### config.mk
export PLATFORM = sky130hd
export DESIGN_NAME = client_use_count_table
export DESIGN_NICKNAME = d
export VERILOG_FILES = /design/src/design/ctut_pkg.sv /design/src/design/client_use_count_table.sv /design/src/design/ctut_ram.sv /design/src/design/ctut_ctrl.sv /design/src/design/ctut_dp.sv
export SDC_FILE = /design/constraint.sdc
export NUM_CORES = 2
export LEC_CHECK = 0
export BUFFER_PORTS_ARGS = -buffer_cell sky130_fd_sc_hd__buf_4
export CORE_ASPECT_RATIO = 0.8
export CORE_UTILIZATION = 35
export CTS_CLUSTER_DIAMETER = 200
export CTS_CLUSTER_SIZE = 30
export DETAILED_ROUTE_END_ITERATION = 7
export HOLD_SLACK_MARGIN = 0.03
export PLACE_DENSITY_LB_ADDON = 0.08
export SLEW_MARGIN = 10
export SYNTH_ARGS = -nofsm -noshare
export SYNTH_HDL_FRONTEND = slang
export SYNTH_SLANG_ARGS = --single-unit
### constraint.sdc
create_clock -name clk -period 23 [get_ports clk]
set_clock_uncertainty 0.15 [all_clocks]
set_input_delay 3.45 -clock clk [delete_from_list [all_inputs] [get_ports clk]]
set_output_delay 3.45 -clock clk [all_outputs]
set_load 0.01 [all_outputs]
### src/design/ctut_pkg.sv
package ctut_pkg;

	localparam int TABLE_ENTRIES = 32;
	localparam int NUM_HANDLES   = 16;
	localparam int COUNT_BITS    = 16;

	localparam int IDX_W    = $clog2(TABLE_ENTRIES);
	localparam int HANDLE_W = 4;
	localparam int CLIENT_W = 8;
	localparam int OUT_CNT_W = 16;

	localparam logic [IDX_W-1:0] LAST_IDX = IDX_W'(TABLE_ENTRIES - 1);

	typedef logic [COUNT_BITS-1:0] cnt_t;

	localparam cnt_t CNT_MAX = {COUNT_BITS{1'b1}};

	typedef enum logic [2:0] {
		KIND_OPEN   = 3'd0,
		KIND_CLOSE  = 3'd1,
		KIND_REMWR  = 3'd2,
		KIND_KILL   = 3'd3,
		KIND_STATUS = 3'd4
	} kind_t;

	typedef enum logic [1:0] {
		ST_OK        = 2'd0,
		ST_FULL      = 2'd1,
		ST_UNDERFLOW = 2'd2,
		ST_OVERFLOW  = 2'd3
	} status_t;

	typedef enum logic [1:0] {
		FSM_IDLE,
		FSM_SCAN,
		FSM_EXEC
	} fsm_t;

	// one table record as held in the RAM
	typedef struct packed {
		logic                cached;
		cnt_t                execs;
		cnt_t                writers;
		cnt_t                refs;
		logic [CLIENT_W-1:0] client;
		logic [HANDLE_W-1:0] handle;
	} rec_t;

	// result transaction, found in the lowest bit
	typedef struct packed {
		logic [1:0]           status;
		logic                 cached;
		logic [OUT_CNT_W-1:0] exec_count;
		logic [OUT_CNT_W-1:0] write_count;
		logic [OUT_CNT_W-1:0] ref_count;
		logic                 found;
	} res_t;

	typedef struct packed {
		logic start;
		logic scan;
		logic exec;
	} cmd_t;

	typedef struct packed {
		logic hit;
		logic done;
	} stat_t;

	function automatic logic [OUT_CNT_W-1:0] cnt_to_out(cnt_t v);
		logic [31:0] w;
		w = 32'(v);
		return w[OUT_CNT_W-1:0];
	endfunction

	function automatic logic handle_in_range(logic [HANDLE_W-1:0] h);
		return 32'(h) < 32'(NUM_HANDLES);
	endfunction

endpackage

### src/design/client_use_count_table.sv
// Client-use count table: associative table of per-handle, per-client use records.
// Lookup: a lookup scans the table one entry per cycle through the record RAM;
//   a hit ends the scan at the matching entry, a miss scans every entry.
// Transactions: one at a time; the next request is taken only after the result
//   is loaded into the output register, where results wait.
// Reset (arst_n low, asynchronous): all records free, no result pending.
module client_use_count_table (
	input  logic        clk,
	input  logic        arst_n,

	// request transaction
	input  logic        s_tvalid,
	output logic        s_tready,
	// [3:0] handle, [11:4] client_id, [12] write_flag, [13] exec_flag,
	// [14] cached_flag, [15] zero
	input  logic [15:0] s_tdata,
	// [2:0] kind
	input  logic [2:0]  s_tuser,

	// result transaction
	output logic        m_tvalid,
	input  logic        m_tready,
	// [0] found, [16:1] ref_count, [32:17] write_count, [48:33] exec_count,
	// [49] cached_out, [51:50] status, [55:52] zero
	output logic [55:0] m_tdata
);

	// Controller sequences accept -> scan -> execute; the datapath owns the
	// valid bits, the record RAM, the scan pipeline and the result register.
	ctut_pkg::cmd_t  cmd;
	ctut_pkg::stat_t stat;

	ctut_ctrl u_ctrl (
		.clk     (clk),
		.arst_n  (arst_n),
		.s_tvalid(s_tvalid),
		.s_tready(s_tready),
		.m_tvalid(m_tvalid),
		.m_tready(m_tready),
		.cmd     (cmd),
		.stat    (stat)
	);

	// Scan takes the lowest matching valid record and remembers the lowest
	// free one; the update step applies the operation and writes back at most once.
	ctut_dp u_dp (
		.clk    (clk),
		.arst_n (arst_n),
		.cmd    (cmd),
		.stat   (stat),
		.s_tdata(s_tdata),
		.s_tuser(s_tuser),
		.m_tdata(m_tdata)
	);

endmodule

### src/design/ctut_ram.sv
module ctut_ram #(
	parameter int WIDTH = 8,
	parameter int DEPTH = 32
) (
	input  logic                     clk,
	input  logic                     wr_en,
	input  logic [$clog2(DEPTH)-1:0] wr_addr,
	input  logic [WIDTH-1:0]         wr_data,
	input  logic                     rd_en,
	input  logic [$clog2(DEPTH)-1:0] rd_addr,
	output logic [WIDTH-1:0]         rd_data
);

	logic [WIDTH-1:0] mem_q [DEPTH];

	always_ff @(posedge clk) begin
		if (wr_en) begin
			mem_q[wr_addr] <= wr_data;
		end
		if (rd_en) begin
			rd_data <= mem_q[rd_addr];
		end
	end

endmodule

### src/design/ctut_ctrl.sv
module ctut_ctrl (
	input  logic            clk,
	input  logic            arst_n,
	input  logic            s_tvalid,
	output logic            s_tready,
	output logic            m_tvalid,
	input  logic            m_tready,
	output ctut_pkg::cmd_t  cmd,
	input  ctut_pkg::stat_t stat
);

	ctut_pkg::fsm_t state_q, state_d;
	logic           out_valid_q;
	logic           out_free;

	assign out_free = !out_valid_q || m_tready;

	always_comb begin
		state_d = state_q;
		unique case (state_q)
			ctut_pkg::FSM_IDLE: begin
				if (s_tvalid) state_d = ctut_pkg::FSM_SCAN;
			end
			ctut_pkg::FSM_SCAN: begin
				if (stat.hit || stat.done) state_d = ctut_pkg::FSM_EXEC;
			end
			ctut_pkg::FSM_EXEC: begin
				if (out_free) state_d = ctut_pkg::FSM_IDLE;
			end
			default: state_d = ctut_pkg::FSM_IDLE;
		endcase
	end

	always_comb begin
		s_tready  = 1'b0;
		cmd.start = 1'b0;
		cmd.scan  = 1'b0;
		cmd.exec  = 1'b0;
		unique case (state_q)
			ctut_pkg::FSM_IDLE: begin
				s_tready  = 1'b1;
				cmd.start = s_tvalid;
			end
			ctut_pkg::FSM_SCAN: cmd.scan = 1'b1;
			ctut_pkg::FSM_EXEC: cmd.exec = out_free;
			default: ;
		endcase
	end

	always_ff @(posedge clk or negedge arst_n) begin
		if (!arst_n) begin
			state_q     <= ctut_pkg::FSM_IDLE;
			out_valid_q <= 1'b0;
		end else begin
			state_q <= state_d;
			if (cmd.exec) out_valid_q <= 1'b1;
			else if (m_tready) out_valid_q <= 1'b0;
		end
	end

	assign m_tvalid = out_valid_q;

	// a result is only loaded into a free output register
	a_exec_out_free: assert property (@(posedge clk) disable iff (!arst_n)
		cmd.exec |-> (!out_valid_q || m_tready))
		else $error("result loaded over a pending transaction");

	// an accepted transaction always starts a scan
	a_accept_scan: assert property (@(posedge clk) disable iff (!arst_n)
		(s_tvalid && s_tready) |=> (state_q == ctut_pkg::FSM_SCAN))
		else $error("accepted transaction did not start a scan");

	// a new result only appears right after an execute step
	a_result_from_exec: assert property (@(posedge clk) disable iff (!arst_n)
		$rose(out_valid_q) |-> $past(state_q == ctut_pkg::FSM_EXEC))
		else $error("result raised outside execute");

endmodule

### src/design/ctut_dp.sv
module ctut_dp (
	input  logic            clk,
	input  logic            arst_n,
	input  ctut_pkg::cmd_t  cmd,
	output ctut_pkg::stat_t stat,
	input  logic [15:0]     s_tdata,
	input  logic [2:0]      s_tuser,
	output logic [55:0]     m_tdata
);

	// transaction fields
	logic [2:0]                    kind_q;
	logic [ctut_pkg::HANDLE_W-1:0] handle_q;
	logic [ctut_pkg::CLIENT_W-1:0] client_q;
	logic                          wf_q, xf_q, cf_q;

	// scan
	logic [ctut_pkg::IDX_W-1:0] addr_q;
	logic                       issue_q;
	logic                       chk_s1;
	logic [ctut_pkg::IDX_W-1:0] chk_idx_s1;
	logic                       chk_valid_s1;
	logic                       tag_hit;

	logic                       hit_q;
	logic [ctut_pkg::IDX_W-1:0] hit_idx_q;
	ctut_pkg::rec_t             rec_q;
	logic                       free_found_q;
	logic [ctut_pkg::IDX_W-1:0] free_idx_q;

	logic [ctut_pkg::TABLE_ENTRIES-1:0] valid_q;

	ctut_pkg::rec_t rd_rec;
	logic           rd_en;

	// update
	logic                       wr_en, set_v, clr_v;
	logic [ctut_pkg::IDX_W-1:0] wr_idx;
	ctut_pkg::rec_t             wr_rec;
	ctut_pkg::res_t             res_d, res_q;
	ctut_pkg::cnt_t             r0, w0, x0, nr, nw, nx;
	logic                       ovf, under, op_ok;

	assign rd_en = cmd.scan && issue_q;

	ctut_ram #(
		.WIDTH($bits(ctut_pkg::rec_t)),
		.DEPTH(ctut_pkg::TABLE_ENTRIES)
	) u_ram (
		.clk    (clk),
		.wr_en  (wr_en),
		.wr_addr(wr_idx),
		.wr_data(wr_rec),
		.rd_en  (rd_en),
		.rd_addr(addr_q),
		.rd_data(rd_rec)
	);

	assign tag_hit = cmd.scan && chk_s1 && chk_valid_s1 &&
		rd_rec.handle == handle_q && rd_rec.client == client_q;

	assign stat.hit  = tag_hit;
	assign stat.done = chk_s1 && chk_idx_s1 == ctut_pkg::LAST_IDX;

	always_ff @(posedge clk or negedge arst_n) begin
		if (!arst_n) begin
			issue_q      <= 1'b0;
			chk_s1       <= 1'b0;
			hit_q        <= 1'b0;
			free_found_q <= 1'b0;
			valid_q      <= '0;
		end else begin
			if (cmd.start) begin
				issue_q      <= 1'b1;
				chk_s1       <= 1'b0;
				hit_q        <= 1'b0;
				free_found_q <= 1'b0;
			end else if (cmd.scan) begin
				chk_s1 <= issue_q;
				if (issue_q && addr_q == ctut_pkg::LAST_IDX) issue_q <= 1'b0;
				if (issue_q && !valid_q[addr_q]) free_found_q <= 1'b1;
				if (tag_hit) hit_q <= 1'b1;
			end
			if (cmd.exec) begin
				if (set_v) valid_q[wr_idx] <= 1'b1;
				if (clr_v) valid_q[hit_idx_q] <= 1'b0;
			end
		end
	end

	always_ff @(posedge clk) begin
		if (cmd.start) begin
			kind_q   <= s_tuser;
			handle_q <= s_tdata[3:0];
			client_q <= s_tdata[11:4];
			wf_q     <= s_tdata[12];
			xf_q     <= s_tdata[13];
			cf_q     <= s_tdata[14];
			addr_q   <= '0;
		end else if (cmd.scan) begin
			if (issue_q) begin
				addr_q <= (addr_q == ctut_pkg::LAST_IDX) ? '0 : addr_q + 1'b1;
				if (!valid_q[addr_q] && !free_found_q) free_idx_q <= addr_q;
			end
			chk_idx_s1   <= addr_q;
			chk_valid_s1 <= valid_q[addr_q];
			if (tag_hit) begin
				hit_idx_q <= chk_idx_s1;
				rec_q     <= rd_rec;
			end
		end
		if (cmd.exec) res_q <= res_d;
	end

	assign op_ok = kind_q <= ctut_pkg::KIND_STATUS &&
		ctut_pkg::handle_in_range(handle_q);

	assign r0 = hit_q ? rec_q.refs    : '0;
	assign w0 = hit_q ? rec_q.writers : '0;
	assign x0 = hit_q ? rec_q.execs   : '0;

	always_comb begin
		res_d        = '0;
		res_d.cached = cf_q;
		res_d.status = ctut_pkg::ST_OK;
		wr_en        = 1'b0;
		set_v        = 1'b0;
		clr_v        = 1'b0;
		wr_idx       = hit_q ? hit_idx_q : free_idx_q;
		wr_rec       = rec_q;
		wr_rec.handle = handle_q;
		wr_rec.client = client_q;
		ovf   = 1'b0;
		under = 1'b0;
		nr    = r0;
		nw    = w0;
		nx    = x0;
		if (op_ok) begin
			res_d.found = hit_q;
			case (kind_q)
				ctut_pkg::KIND_OPEN: begin
					if (!hit_q && !free_found_q) begin
						res_d.status = ctut_pkg::ST_FULL;
					end else begin
						ovf = r0 == ctut_pkg::CNT_MAX ||
							(wf_q && w0 == ctut_pkg::CNT_MAX) ||
							(xf_q && x0 == ctut_pkg::CNT_MAX);
						if (r0 != ctut_pkg::CNT_MAX) nr = r0 + 1'b1;
						if (wf_q && w0 != ctut_pkg::CNT_MAX) nw = w0 + 1'b1;
						if (xf_q && x0 != ctut_pkg::CNT_MAX) nx = x0 + 1'b1;
						wr_en          = 1'b1;
						set_v          = 1'b1;
						wr_rec.refs    = nr;
						wr_rec.writers = nw;
						wr_rec.execs   = nx;
						wr_rec.cached  = cf_q;
						res_d.ref_count   = ctut_pkg::cnt_to_out(nr);
						res_d.write_count = ctut_pkg::cnt_to_out(nw);
						res_d.exec_count  = ctut_pkg::cnt_to_out(nx);
						if (ovf) res_d.status = ctut_pkg::ST_OVERFLOW;
					end
				end
				ctut_pkg::KIND_CLOSE: begin
					if (hit_q) begin
						under = r0 == '0 || (wf_q && w0 == '0) || (xf_q && x0 == '0);
						res_d.cached = rec_q.cached;
						if (under) begin
							res_d.status = ctut_pkg::ST_UNDERFLOW;
						end else begin
							nr = r0 - 1'b1;
							if (wf_q) nw = w0 - 1'b1;
							if (xf_q) nx = x0 - 1'b1;
							wr_rec.refs    = nr;
							wr_rec.writers = nw;
							wr_rec.execs   = nx;
							if ((!cf_q || !rec_q.cached) && nr == '0) begin
								clr_v        = 1'b1;
								res_d.cached = 1'b0;
							end else begin
								wr_en = 1'b1;
							end
						end
					end
				end
				ctut_pkg::KIND_REMWR: begin
					if (hit_q) begin
						if (w0 == '0) begin
							res_d.status = ctut_pkg::ST_UNDERFLOW;
						end else begin
							wr_rec.writers = w0 - 1'b1;
							wr_en          = 1'b1;
						end
					end
				end
				ctut_pkg::KIND_KILL, ctut_pkg::KIND_STATUS: begin
					if (hit_q) begin
						res_d.ref_count   = ctut_pkg::cnt_to_out(r0);
						res_d.write_count = ctut_pkg::cnt_to_out(w0);
						res_d.exec_count  = ctut_pkg::cnt_to_out(x0);
						clr_v = kind_q == ctut_pkg::KIND_KILL;
					end
				end
				default: ;
			endcase
		end
	end

	assign m_tdata = {4'b0, res_q};

	// a match is only taken from a read that was really issued
	a_hit_from_read: assert property (@(posedge clk) disable iff (!arst_n)
		stat.hit |-> chk_s1 && chk_valid_s1)
		else $error("tag match without a pending read");

	// a record is never written and freed in the same step
	a_no_write_and_free: assert property (@(posedge clk) disable iff (!arst_n)
		cmd.exec |-> !(wr_en && clr_v))
		else $error("record written and freed together");

endmodule

==> summary.md <==
| Metric | Value |
|---|---|
| FP Rows | 163 |
| Hold depth | 0 |
| GRT Util Overall | 0.206 |
| CTS max path bufs | 3 |
| RSZ-0062 raised after global routing | false |
| Reg2reg setup slack | 16860 ps |
| Max FO, Critical Path | 63 |
| I/O pin total | 81 |
| Final cell count without fillers | 7510 |
| EDFF count, synth | 2148 |
| Max_cap viols | 0 |
| Worst setup EP type | flop |
| Cell accounting for the most synthesized area | edfxtp_1 |
| DRT Pass-1 Iters | 7 |
| Post-layout min period | 6140 ps |
| Switching part of the total | 0.278 |
| Placed Cells | 7408 |
| Most common library cell in the layout ignoring fill and taps | edfxtp_1 |
| First-pass GRT wire length | 358 mm |
| Seq/Total Area, Yosys | 0.755 |
| FF-to-FF End | u_dp.u_ram.mem_q[26][4] |
| Sequential power share | 0.547 |
| N_diodes | 0 |
| Comb pwr share | 0.239 |
| Status | finished, violations left |
| H-tree levels | 3 |
| Net load switching power | 2.43 mW |
| Ys Warns | 0 |
| Vias/cell | 5.63 |
| Top-area cell type share of the netlist area | 0.742 |
| DR DRC count | 12 |
| Top cells by area, synth | edfxtp_1 (74%), mux4_2 (16%), dfrtp_1 (1.1%), a21oi_1 (0.84%), mux2_2 (0.83%) |
| Fin crit share | 0.267 |
| Failing checks | DRC |
| Final Net Count | 4226 |
| Filler cells | 22300 |
| Pint | 6.33 mW |
| Final hold violation count | 0 |
| Distinct cells, synth | 82 |
| Hold Path Class | reg -> reg |
| Worst-margin pin slew | 1250 ps |
| Post-CTS sizing | 0 |
| Critical Path RT | 23220 ps |
| Max Clock Freq | 163 MHz |
| Largest net degree at the start of global routing | 140 |
| Clk root buf | clkbuf_16 |
| Peak VDD IR | 0.0687 mV |
| Remaining Overflow, GRT | 0 |
| #FFs+latches synth | 2192 |
| Relative slew margins | 0.166 |
| Syn Area/Cell | 21.2 µm² |
| Min-delay src | u_dp.u_ram.rd_data[20] |
| Clock Latency Late Sink | 780 ps |
| Post-CTS Setup Inserts | 0 |
| Placer congestion estimate | 0.912 |
| Setup TNS after final layout | 0 ps |
| Mapped Area | 86900 µm² |
| Setup Viol. Count Final | 0 |
| Critical path arrival | 6360 ps |
| RR Startpoint | u_dp.hit_q |
| Startpoint class of the critical path | flop |
| CTS sink count | 2192 |
| Worst reg2reg path depth | 12 |
| Synth async-reset ratio | 0.0178 |
| Die height | 448 µm |
| Avg WL per Cell | 34.4 µm |
| Most frequent cells in the layout | edfxtp_1 (2148), mux4_2 (620), buf_4 (245) |
| Part of the power in the clock network | 0.214 |
| Antenna violations before repair | 6 |
| Number of global-route vias before repair | 42000 |
| Port Buffers | 75 |
| 1st-iter DRT viols | 5047 |
| Inserted Clock Buffers | 83 |
| Area added between synthesis and finish | 8.88% |
| Worst-path clk slew | 120 ps |
| WHS | 264 ps |
| Starting density of the core | 0.352 |
| PwrDens | 92.6 nW/µm² |
| Top FF cell, synth | edfxtp_1 |
| Die Width | 559 µm |
| Worst Setup SP | u_dp.hit_q |
| Dpl hpwl | 144 mm |
| Pins Over Slew Limit | 0 |
| Die area | 250000 µm² |
| Mapped Cells | 4102 |
| Placeable Area | 247000 µm² |
| Via count | 42300 |
| Hold buffers post-CTS | 0 |
| Critical path class | reg -> reg |
| Pleak | 27.9 nW |
| WL final | 258 mm |
| TritonCTS clock tree | yes |
| Post-route ant nets | 0 |
| Worst Hold End | u_dp.rec_q[20] |
| Share of post-route cells with drive strength above 1 | 0.264 |
==> stage by stage <==
step / utilization / instance area [µm²] / total power, mW / setup WS, ps
3_3_place_gp: 0.374 / 92400 / 7.02 / 16740
2_1_floorplan: - / 86900 / 6.30 / 12860
4_1_cts: 0.383 / 94600 / 8.88 / 16720
3_5_place_dp: 0.374 / 92400 / 7.02 / 16740
5_1_grt: 0.383 / 94600 / 9.10 / 16500
6_report: 0.383 / 94600 / 8.76 / 16860
==> worst max path at each step <==
stage	to	slack, ps	depth (start not counted)
2_1_floorplan	u_dp.u_ram.mem_q[16][0]	12860	15
3_3_place_gp	u_dp.u_ram.rd_data[15]	16740	7
3_5_place_dp	u_dp.u_ram.rd_data[15]	16740	7
4_1_cts	u_dp.u_ram.rd_data[15]	16720	7
5_1_grt	u_dp.u_ram.rd_data[15]	16500	7
6_report	u_dp.u_ram.mem_q[26][4]	16860	12
==> state kept, by name, indices dropped and copies added, names as in the netlist, 2 cells and up <==
register / flops
u_dp.u_ram.mem_q: 1952
u_dp.kind_q: 3
u_dp.u_ram.rd_data: 61
u_dp.m_tdata: 52
u_ctrl.state_q: 2
u_dp.addr_q: 5
u_dp.hit_idx_q: 5
u_dp.free_idx_q: 5
u_dp.chk_idx_s1: 5
u_dp.valid_q: 32
u_dp.rec_q: 49
u_dp.client_q: 8
u_dp.handle_q: 4
==> cells by family (layout without fill, tap and decap cells) <==
group | after synthesis | after routing | share of synthesized area
flops | 2192 | 2192 | 0.755
mux | 689 | 689 | 0.170
simple gates | 528 | 528 | 0.0302
compound gates | 373 | 373 | 0.0276
buf+inv | 272 | 377 | 0.0126
xor+xnor | 38 | 38 | 0.00383
fa+ha+maj | 9 | 9 | 0.00130
other cells | 1 | 4 | 0.0000432
==> Yosys cell counts, drive strengths merged, types with 5 or more instances <==
cell type and count:
edfxtp 2148, mux4 620, clkbuf 174, nand2 149, a21oi 146, nor2 131
buf 73, o21ai 73, mux2 64, nand3 61, dfrtp 39, nor3 38
nand4 33, nor4 27, inv 24, a31oi 23, o211ai 21, xnor2 19
xor2 19, and3 16, and2 12, a211oi 11, nand2b 10, a21o 9
ha 9, or3 8, o21a 7, or4 7, a211o 6, nor2b 6
o22ai 6, o31ai 6, o32ai 6, or2 6, a2111oi 5, a41oi 5
and4 5, dfxtp 5, mux2i 5, nor3b 5, nor4b 5
==> final cells by class <==
class | instances | area [µm²] | area share
clock inverter | 4 | 56.3 | 0.000595
clock buffer | 97 | 2130 | 0.0225
multi-input combinational | 1641 | 20600 | 0.218
inverter | 25 | 96.3 | 0.00102
sequential | 2192 | 65600 | 0.693
timing repair buffer | 251 | 1960 | 0.0207
tap | 3300 | 4130 | 0.0436
==> power by group through the flow <==
stage                     clock, mW  sequential [mW]  combinational [mW]
after floorplan                   0             4.84                1.46
after global placement            0             4.88                2.14
after detailed placement          0             4.88                2.14
after CTS                      1.94             4.79                2.15
after global routing           2.05             4.81                2.24
final                          1.88             4.79                2.09
==> critical path, stage by stage, from the launching register on <==
cell     delay, ps
dfrtp_4        500
buf_4          600
nand2_1        240
ha_1           310
nand2_1        120
o21ai_0         90
a41o_1         370
nor4_4         380
a31oi_4        130
buf_4          370
nor2_4         910
buf_4          620
buf_4          780
==> layer usage <==
metal	up-vias	global-route usage	share of wire
met2	1177	0.318	0.45
met5	-	0	0.000050
met3	175	0.0235	0.047
met4	2	0.0324	0.014
li1	17300	-	-
met1	23700	0.318	0.49
Note: power is estimated with default switching activity, not from simulation.
